<file path="src/design/prc_pkg.sv">
`timescale 1ns / 1ps
// ----------------------------------------------------------------------------
// prc_pkg: shared definitions for polygon region containment
// Field widths, default sizes, operation codes and the command and status
// bundles that pass between the controller and the datapath.
// ----------------------------------------------------------------------------
package prc_pkg;

    localparam int MAX_REGIONS_DEF  = 16;
    localparam int MAX_VERTICES_DEF = 64;
    localparam int COORD_BITS_DEF   = 32;

    localparam int OP_W     = 1;
    localparam int REGION_W = 4;
    localparam int VIDX_W   = 6;
    localparam int COORD_W  = 32;
    localparam int CFG_W    = 5;

    // The input fields can only address this many rings and vertices.
    localparam int REGION_SPAN = 2 ** REGION_W;
    localparam int VERTEX_SPAN = 2 ** VIDX_W;

    localparam logic [OP_W-1:0] OP_WRITE = 1'b0;
    localparam logic [OP_W-1:0] OP_QUERY = 1'b1;

    typedef struct packed {
        logic wr_en;
        logic load_point;
        logic ring_start;
        logic rd_en;
        logic rd_first;
    } prc_cmd_t;

    typedef struct packed {
        logic busy;
        logic hit;
    } prc_status_t;

endpackage

</file>
<file path="src/design/prc_ctrl.sv">
`timescale 1ns / 1ps
// ----------------------------------------------------------------------------
// prc_ctrl: query sequencer
// Accepts input beats, holds the ring count register, walks the rings and
// their vertices for a query, and owns the result register.
// ----------------------------------------------------------------------------
module prc_ctrl #(
    parameter int MAX_REGIONS  = prc_pkg::MAX_REGIONS_DEF,
    parameter int MAX_VERTICES = prc_pkg::MAX_VERTICES_DEF,
    localparam int NUM_RINGS = (MAX_REGIONS < prc_pkg::REGION_SPAN) ?
                               MAX_REGIONS : prc_pkg::REGION_SPAN,
    localparam int NUM_VERTS = (MAX_VERTICES < prc_pkg::VERTEX_SPAN) ?
                               MAX_VERTICES : prc_pkg::VERTEX_SPAN,
    localparam int RIDX_W    = (NUM_RINGS > 1) ? $clog2(NUM_RINGS) : 1,
    localparam int VI_W      = $clog2(NUM_VERTS),
    localparam int LEN_W     = $clog2(NUM_VERTS + 1)
) (
    input  logic                          aclk,
    input  logic                          aresetn,
    input  logic                          s_valid,
    output logic                          s_ready,
    input  logic [prc_pkg::OP_W-1:0]      s_operation,
    input  logic                          cfg_valid,
    output logic                          cfg_ready,
    input  logic [prc_pkg::CFG_W-1:0]     cfg_data,
    output logic                          m_valid,
    input  logic                          m_ready,
    output logic                          m_inside_res,
    output logic [prc_pkg::REGION_W-1:0]  m_region_index,
    output prc_pkg::prc_cmd_t             cmd,
    input  prc_pkg::prc_status_t          status,
    input  logic [LEN_W-1:0]              ring_len,
    output logic [RIDX_W-1:0]             rd_ring,
    output logic [VI_W-1:0]               rd_vtx
);

    localparam int RC_W = $clog2(NUM_RINGS + 1);

    typedef enum logic [4:0] {
        S_IDLE   = 5'b00001,
        S_RING   = 5'b00010,
        S_WALK   = 5'b00100,
        S_DRAIN  = 5'b01000,
        S_RESULT = 5'b10000
    } state_t;

    state_t                       state_reg, state_next;
    logic [RC_W-1:0]              ring_cnt_reg, ring_cnt_next;
    logic [LEN_W-1:0]             v_cnt_reg, v_cnt_next;
    logic                         found_reg, found_next;
    logic [prc_pkg::CFG_W-1:0]    regions_in_use_reg;
    logic                         m_valid_reg;
    logic                         m_inside_reg;
    logic [prc_pkg::REGION_W-1:0] m_region_reg;
    logic [RC_W-1:0]              count;
    logic [LEN_W-1:0]             len_last;
    logic                         out_load;

    assign cfg_ready = 1'b1;

    always_ff @(posedge aclk) begin
        if (!aresetn) begin
            regions_in_use_reg <= '0;
        end else if (cfg_valid) begin
            regions_in_use_reg <= cfg_data;
        end
    end

    // Rings past the last addressable one can never hold a vertex.
    assign count = (regions_in_use_reg > prc_pkg::CFG_W'(NUM_RINGS)) ?
                   RC_W'(NUM_RINGS) : RC_W'(regions_in_use_reg);
    assign len_last = ring_len - LEN_W'(1);

    assign rd_ring = RIDX_W'(ring_cnt_reg);
    assign rd_vtx  = (state_reg == S_WALK) ? VI_W'(v_cnt_reg) : VI_W'(len_last);

    always_comb begin
        state_next    = state_reg;
        ring_cnt_next = ring_cnt_reg;
        v_cnt_next    = v_cnt_reg;
        found_next    = found_reg;
        cmd           = '0;
        s_ready       = 1'b0;
        out_load      = 1'b0;
        case (state_reg)
            S_IDLE: begin
                s_ready = 1'b1;
                if (s_valid) begin
                    if (s_operation == prc_pkg::OP_QUERY) begin
                        cmd.load_point = 1'b1;
                        ring_cnt_next  = '0;
                        found_next     = 1'b0;
                        state_next     = S_RING;
                    end else begin
                        cmd.wr_en = 1'b1;
                    end
                end
            end
            S_RING: begin
                if (ring_cnt_reg == count) begin
                    state_next = S_RESULT;
                end else if (ring_len == '0) begin
                    ring_cnt_next = ring_cnt_reg + RC_W'(1);
                end else begin
                    // The last vertex is read first so that the closing edge comes out first.
                    cmd.ring_start = 1'b1;
                    cmd.rd_en      = 1'b1;
                    cmd.rd_first   = 1'b1;
                    v_cnt_next     = '0;
                    state_next     = S_WALK;
                end
            end
            S_WALK: begin
                cmd.rd_en = 1'b1;
                if (v_cnt_reg == len_last) begin
                    state_next = S_DRAIN;
                end else begin
                    v_cnt_next = v_cnt_reg + LEN_W'(1);
                end
            end
            S_DRAIN: begin
                if (!status.busy) begin
                    if (status.hit) begin
                        found_next = 1'b1;
                        state_next = S_RESULT;
                    end else begin
                        ring_cnt_next = ring_cnt_reg + RC_W'(1);
                        state_next    = S_RING;
                    end
                end
            end
            S_RESULT: begin
                if (!m_valid_reg || m_ready) begin
                    out_load   = 1'b1;
                    state_next = S_IDLE;
                end
            end
            default: begin
                state_next = S_IDLE;
            end
        endcase
    end

    always_ff @(posedge aclk) begin
        if (!aresetn) begin
            state_reg    <= S_IDLE;
            ring_cnt_reg <= '0;
            v_cnt_reg    <= '0;
            found_reg    <= 1'b0;
        end else begin
            state_reg    <= state_next;
            ring_cnt_reg <= ring_cnt_next;
            v_cnt_reg    <= v_cnt_next;
            found_reg    <= found_next;
        end
    end

    always_ff @(posedge aclk) begin
        if (!aresetn) begin
            m_valid_reg <= 1'b0;
        end else if (out_load) begin
            m_valid_reg <= 1'b1;
        end else if (m_ready) begin
            m_valid_reg <= 1'b0;
        end
    end

    always_ff @(posedge aclk) begin
        if (out_load) begin
            m_inside_reg <= found_reg;
            m_region_reg <= found_reg ? prc_pkg::REGION_W'(ring_cnt_reg) : '0;
        end
    end

    assign m_valid        = m_valid_reg;
    assign m_inside_res   = m_inside_reg;
    assign m_region_index = m_region_reg;

endmodule

</file>
<file path="config.mk">
export PLATFORM = sky130hd
export DESIGN_NAME = prc_ctrl
export DESIGN_NICKNAME = d
export VERILOG_FILES = /design/src/design/prc_pkg.sv /design/src/design/prc_ctrl.sv
export SDC_FILE = /design/constraint.sdc
export NUM_CORES = 1
export LEC_CHECK = 0
export ABC_AREA = 1
export ABC_CLOCK_PERIOD_IN_PS = 2800
export BUFFER_PORTS_ARGS = -buffer_cell sky130_fd_sc_hd__buf_4
export CAP_MARGIN = 40
export CORE_MARGIN = 2
export CORE_UTILIZATION = 55
export CTS_CLUSTER_SIZE = 8
export DETAILED_ROUTE_END_ITERATION = 7
export PLACE_DENSITY = 0.88
export RECOVER_POWER = 100
export SETUP_SLACK_MARGIN = 0.4
export SLEW_MARGIN = 0
export SYNTH_ARGS = -nofsm -noshare
export SYNTH_HDL_FRONTEND = slang
export SYNTH_SLANG_ARGS = --single-unit
</file>
<file path="constraint.sdc">
create_clock -name aclk -period 2.8 [get_ports aclk]
set_clock_uncertainty 0.1 [all_clocks]
set_input_delay 0.28 -clock aclk [delete_from_list [all_inputs] [get_ports aclk]]
set_output_delay 0.28 -clock aclk [all_outputs]
set_load 0.005 [all_outputs]
</file>
# == Word level (Yosys, flattened, before mapping) ==
# Cells that the tools add are included.
# totals
mem_bits_ro,0
ff_bits,29
latch_bits,0
ramBits,0
n_memories,0
inputBits,20
# classes
div,0
eq_ne,19
magnitude_cmp,1
n_reduce_logical,11
bitwise,0
n_addsub,3
shift,0
multipliers,0
muxes,41
# op_table
op,count
5-bit 2-to-1 mux,15
5-bit one-hot mux with 5 select lines,1
7-bit 2-to-1 mux,3
"2-bit inequality test, second input constant",10
5-bit one-hot mux with 3 select lines,1
7-bit one-hot mux with 2 select lines,1
1-bit 2-to-1 mux,13
"7-bit by 1-bit adder with 7-bit output, second input constant",1
7-bit == test,1
7-bit logical NOT,1
7-bit AND reduction,1
"7-bit by 1-bit subtractor with 7-bit output, second input constant",1
3-bit 2-to-1 mux,2
6-bit 2-to-1 mux,1
6-bit AND reduction,1
2-bit nonzero test,3
"5-bit by 1-bit adder with 5-bit output, second input constant",1
"5-bit by 1-bit == test with 1-bit output, second input constant",1
"5-bit by 2-bit == test with 1-bit output, second input constant",1
"5-bit by 3-bit == test with 1-bit output, second input constant",1
"5-bit by 4-bit == test with 1-bit output, second input constant",1
5-bit == test,1
"5-bit == test, second input constant",1
"5-bit greater-than comparator, second input constant",1
other kinds (9),11

# == Longest topological paths before layout ==
# logic_depth
ltp_word,5
depth_mapped,14

# == Worst setup path after synthesis ==
# OpenSTA, ideal clock, no wires.
# synth_path
path_type,input to register
startpoint,input port ring_len[0]
endpoint,register state_reg[4]
setup_slack_ps,1082
setup_time_ps,113
n_path_buf,0
required_time_ps,2587
arrival_ps,1506
stages,14
cell_sequence,inv_2 ha_1 nand2_1 inv_1 nor2_1 nand2_1 nor2_1 nand3_1 nor2_2 nand2_2 nand2_4 nand2_1 nor2_1 nor2_1
# synth_via
elab_chain_len,4
# synth_lines
item,line,text
start: declaration,prc_ctrl.sv:32,"input logic [LEN_W-1:0] ring_len,"
7-bit by 1-bit subtractor with 7-bit output,prc_ctrl.sv:72,assign len_last = ring_len - LEN_W'(1);
7-bit == test,prc_ctrl.sv:115,if (v_cnt_reg == len_last) begin
2-bit by 1-bit inequality test with 1-bit output (no source line),--,
6-bit AND reduction (no source line) (*),--,
end signal: assignment,prc_ctrl.sv:151,state_reg <= state_next;
end: declaration,prc_ctrl.sv:47,"state_t state_reg, state_next;"
# Mark *: on every way between the ends. The rest lies on a longest branch, timed or not.
# A chain may end at the register's enable or synchronous reset.

==> key figures <==
Clock network
  – Cts bufs inserted: 5
  – # H-tree levels: 2
  – CTS clk-pin slew, worst paths: 0.09 ns
  – Postcts setup bufs: 0
  – Clock latency on the worst-skew pair: 0.32 ns
  – Number of clock sinks: 29
  – Worst-case clock buffer depth: 2
  – CTS tree: yes
  – Root Driver: clkbuf_4

Worst setup path
  – Crit Path Class: reg -> out
  – CP Launch Point: ring_cnt_reg[2]
  – Crit path max-delay cell type: dfxtp_1
  – Worst R2R Path Depth: 8
  – CP Data Required Time: 2.42 ns
  – Cell family with most CP delay: simple AND/OR/NAND/NOR gates
  – Worst EP arrival: 1.97 ns
  – Max FO, Critical Path: 10
  – CP endpoint kind: output pin
  – Worst path cell trace: xor2_1 -> nor2_1 -> nand3_1 -> nand4_1 -> nand2_2 -> buf_4
  – Worst Path Buf+Inv: 1
  – Startpoint Class: register
  – R2R Setup Slk: 0.55 ns
  – Critical R2R Launch: state_reg[2]
  – Slowest Stage Delay on Critical Path: 0.51 ns
  – CP Capture Point: cmd[1]
  – Worst r2r dst: ring_cnt_reg[1]
  – Critical path depth: 6

Timing
  – Fmax: 0.425 GHz
  – Max Slew Vio Count: 0
  – RSZ-0062 raised after global routing: false
  – Final hold slack: 0.0725 ns
  – Min Tclk post-route: 2.35 ns
  – Part of the cycle the worst path needs: 84.1%
  – Hold Vio Cnt, Final: 0
  – Setup violators final: 0
  – Worst-Margin Slew: 0.684 ns
  – Slew headroom: 54.0%
  – Final setup TNS: 0 ns

Global routing
  – Largest net degree at the start of global routing: 17
  – GRT Overall Usage: 22.1%
  – Vias in the first global route: 1779
  – First-pass GRT wire length: 7.28 mm
  – GRT overflow: 0
  – Initial antenna violation count: 0

Pwr
  – Worst vdd ir: 0.000408 V
  – LEAKAGE: 1.06 nW
  – Power per Cell Area: 551 nW/um2

Route
  – Drt pass-1 iters: 4
  – Via-per-instance ratio: 5.17
  – Overall via count from detail_route: 1929
  – Wire length per cell: 10.9 um
  – Drt total wl: 4.07 mm
  – Routed Antenna Nets: 0
  – DRC viols: 0
  – Iteration-0 DRC Markers: 120

Logic synthesis
  – Mapped Cells: 288
  – Top post-synthesis cells by area: dfxtp_1 (25%), nand2_1 (11%), nand3_1 (9.5%), edfxtp_1 (7.7%), nor2_1 (6.7%)
  – Synthesized area: 1950 um2
  – Syn Nets: 312
  – Syn_area_per_cell: 6.76 um2
  – Cell taking the most area after synthesis: dfxtp_1
  – Ys flop type: dfxtp_1
  – Top cell type's share of synthesized area: 24.7%
  – Most instantiated library cell after synthesis: nand2_1
  – Asr flop ratio synth: 0%
  – Synth warnings: 0
  – Library cells used by synthesis: 31
  – Sequential area share after synthesis: 32.4%
  – Post-synth EDFFs: 5
  – Flops & latches, synth: 29
  – Synth top cells by count: nand2_1 (57), nand3_1 (37), nor2_1 (35)

Finish
  – Ant diodes: 0
  – Area delta synth->final: 16.5%
  – Layout cell share with drive strength beyond 1: 19.6%
  – Post-route cell area: 2270 um2
  – Fin nets: 350
  – Max reg flops: 7

Run
  – Number of max-cap violations: 0

Floorplanning
  – Die extent in y: 63.5 um
  – Die Wd: 63.5 um
  – Die ar.: 4030 um2
  – Num rows: 21
  – Core footprint: 3360 um2
  – Ports: 43
  – Initial Util: 57.9%

Min path
  – Hold WC Path Type: in -> reg
  – Min-delay src: cfg_data[0]

Placed design
  – DP HPWL: 3.19 mm
  – PortBufs: 41
  – Area after DPL: 2250 um2
  – Routability Congestion: 0.887

Outcome
  – Status: finished clean
-- worst min path at each step --
stage | to | slack, ns | depth (start not counted)
floorplan | regions_in_use_reg[0] | 0.31 | 2
global placement | regions_in_use_reg[3] | 0.36 | 2
detailed placement | regions_in_use_reg[3] | 0.36 | 2
CTS | regions_in_use_reg[0] | 0.07 | 3
global route | regions_in_use_reg[4] | 0.08 | 3
finish | regions_in_use_reg[0] | 0.07 | 3
-- final cells by class --
| type | instances | area (um2) |
|---|---|---|
| multi-input cells | 209 | 1070 |
| inverters | 40 | 150 |
| clock inverters | 3 | 17.5 |
| flip-flops and latches | 29 | 631 |
| repair buffers | 41 | 308 |
| well taps | 46 | 57.6 |
| fillers | 314 | 1100 |
| clock buffers | 5 | 37.5 |
-- kinds of logic (layout without fill, tap and decap cells) --
kind of cell               after synthesis  count (layout)  share of synthesized area, %
and+or+nand+nor                        162             162                          41.3
buffers and inverters                   50              89                          10.9
AOI/OAI and AO/OA                       33              33                          8.61
DFF                                     29              29                          32.4
xor gates and xnor gates                 9               9                          4.05
adders and majority gates                4               4                          2.57
other                                    1               1                         0.193
-- routing by layer --
metal	track usage (%)	routed length (um)
met2	36.4	1920
met4	6.52	55
met1	29.2	1870
met3	4.46	221
met5	0	0
-- placed cells by master, fill, tap and decap left out --
master | netlist | final
nand2_1 | 57 | 58
nor2_1 | 35 | 37
nand3_1 | 37 | 37
inv_1 | 34 | 36
buf_4 | 6 | 27
dfxtp_1 | 24 | 24
clkbuf_4 | 0 | 19
a21oi_1 | 18 | 18
o21ai_0 | 12 | 13
nand4_1 | 11 | 12
xor2_1 | 5 | 5
edfxtp_1 | 5 | 5
inv_2 | 6 | 4
xnor2_1 | 4 | 4
nor2_2 | 5 | 4
ha_1 | 4 | 4
nor3_1 | 3 | 3
nand2_2 | 3 | 3
clkinv_2 | 0 | 2
nor2_4 | 2 | 1
nor4_1 | 0 | 1
nand4_2 | 2 | 1
nand4_4 | 1 | 1
nand3b_1 | 1 | 1
nor3b_1 | 1 | 1
o21ai_1 | 2 | 1
nand3_4 | 1 | 1
or2_0 | 1 | 1
o21bai_1 | 1 | 1
conb_1 | 1 | 1
clkinvlp_4 | 0 | 1
-- where the power goes --
| part | switching (mW) | leakage [nW] | internal [mW] |
|---|---|---|---|
| Clock | 0.141 | 0.0310 | 0.0943 |
| Combinational | 0.312 | 0.791 | 0.196 |
| Sequential | 0.0399 | 0.242 | 0.466 |
-- per-stage QoR --
| stage | utilization [%] | power (mW) | worst slack, ns | instances |
|---|---|---|---|---|
| 2_1_floorplan | - | 0.914 | 1.08 | 288 |
| 3_3_place_gp | 66.9 | 1.06 | 0.846 | 365 |
| 3_5_place_dp | 66.9 | 1.08 | 0.765 | 365 |
| 4_1_cts | 68.6 | 1.32 | 0.542 | 373 |
| 5_1_grt | 67.4 | 1.36 | 0.252 | 373 |
| 6_report | 67.4 | 1.25 | 0.445 | 373 |
-- tightest hold or removal path: cells and delay by family --
kind,cells,cell delay [ns]
buffers and inverters,1,0.08
and+or+nand+nor,2,0.11
-- timing repair --
item | in CTS | in global routing
endpoints found under the setup margin | 0 | 2
gates resized for setup | 0 | 1
hold buffers | 0 | 0
Power figures use the tool's default switching activity.
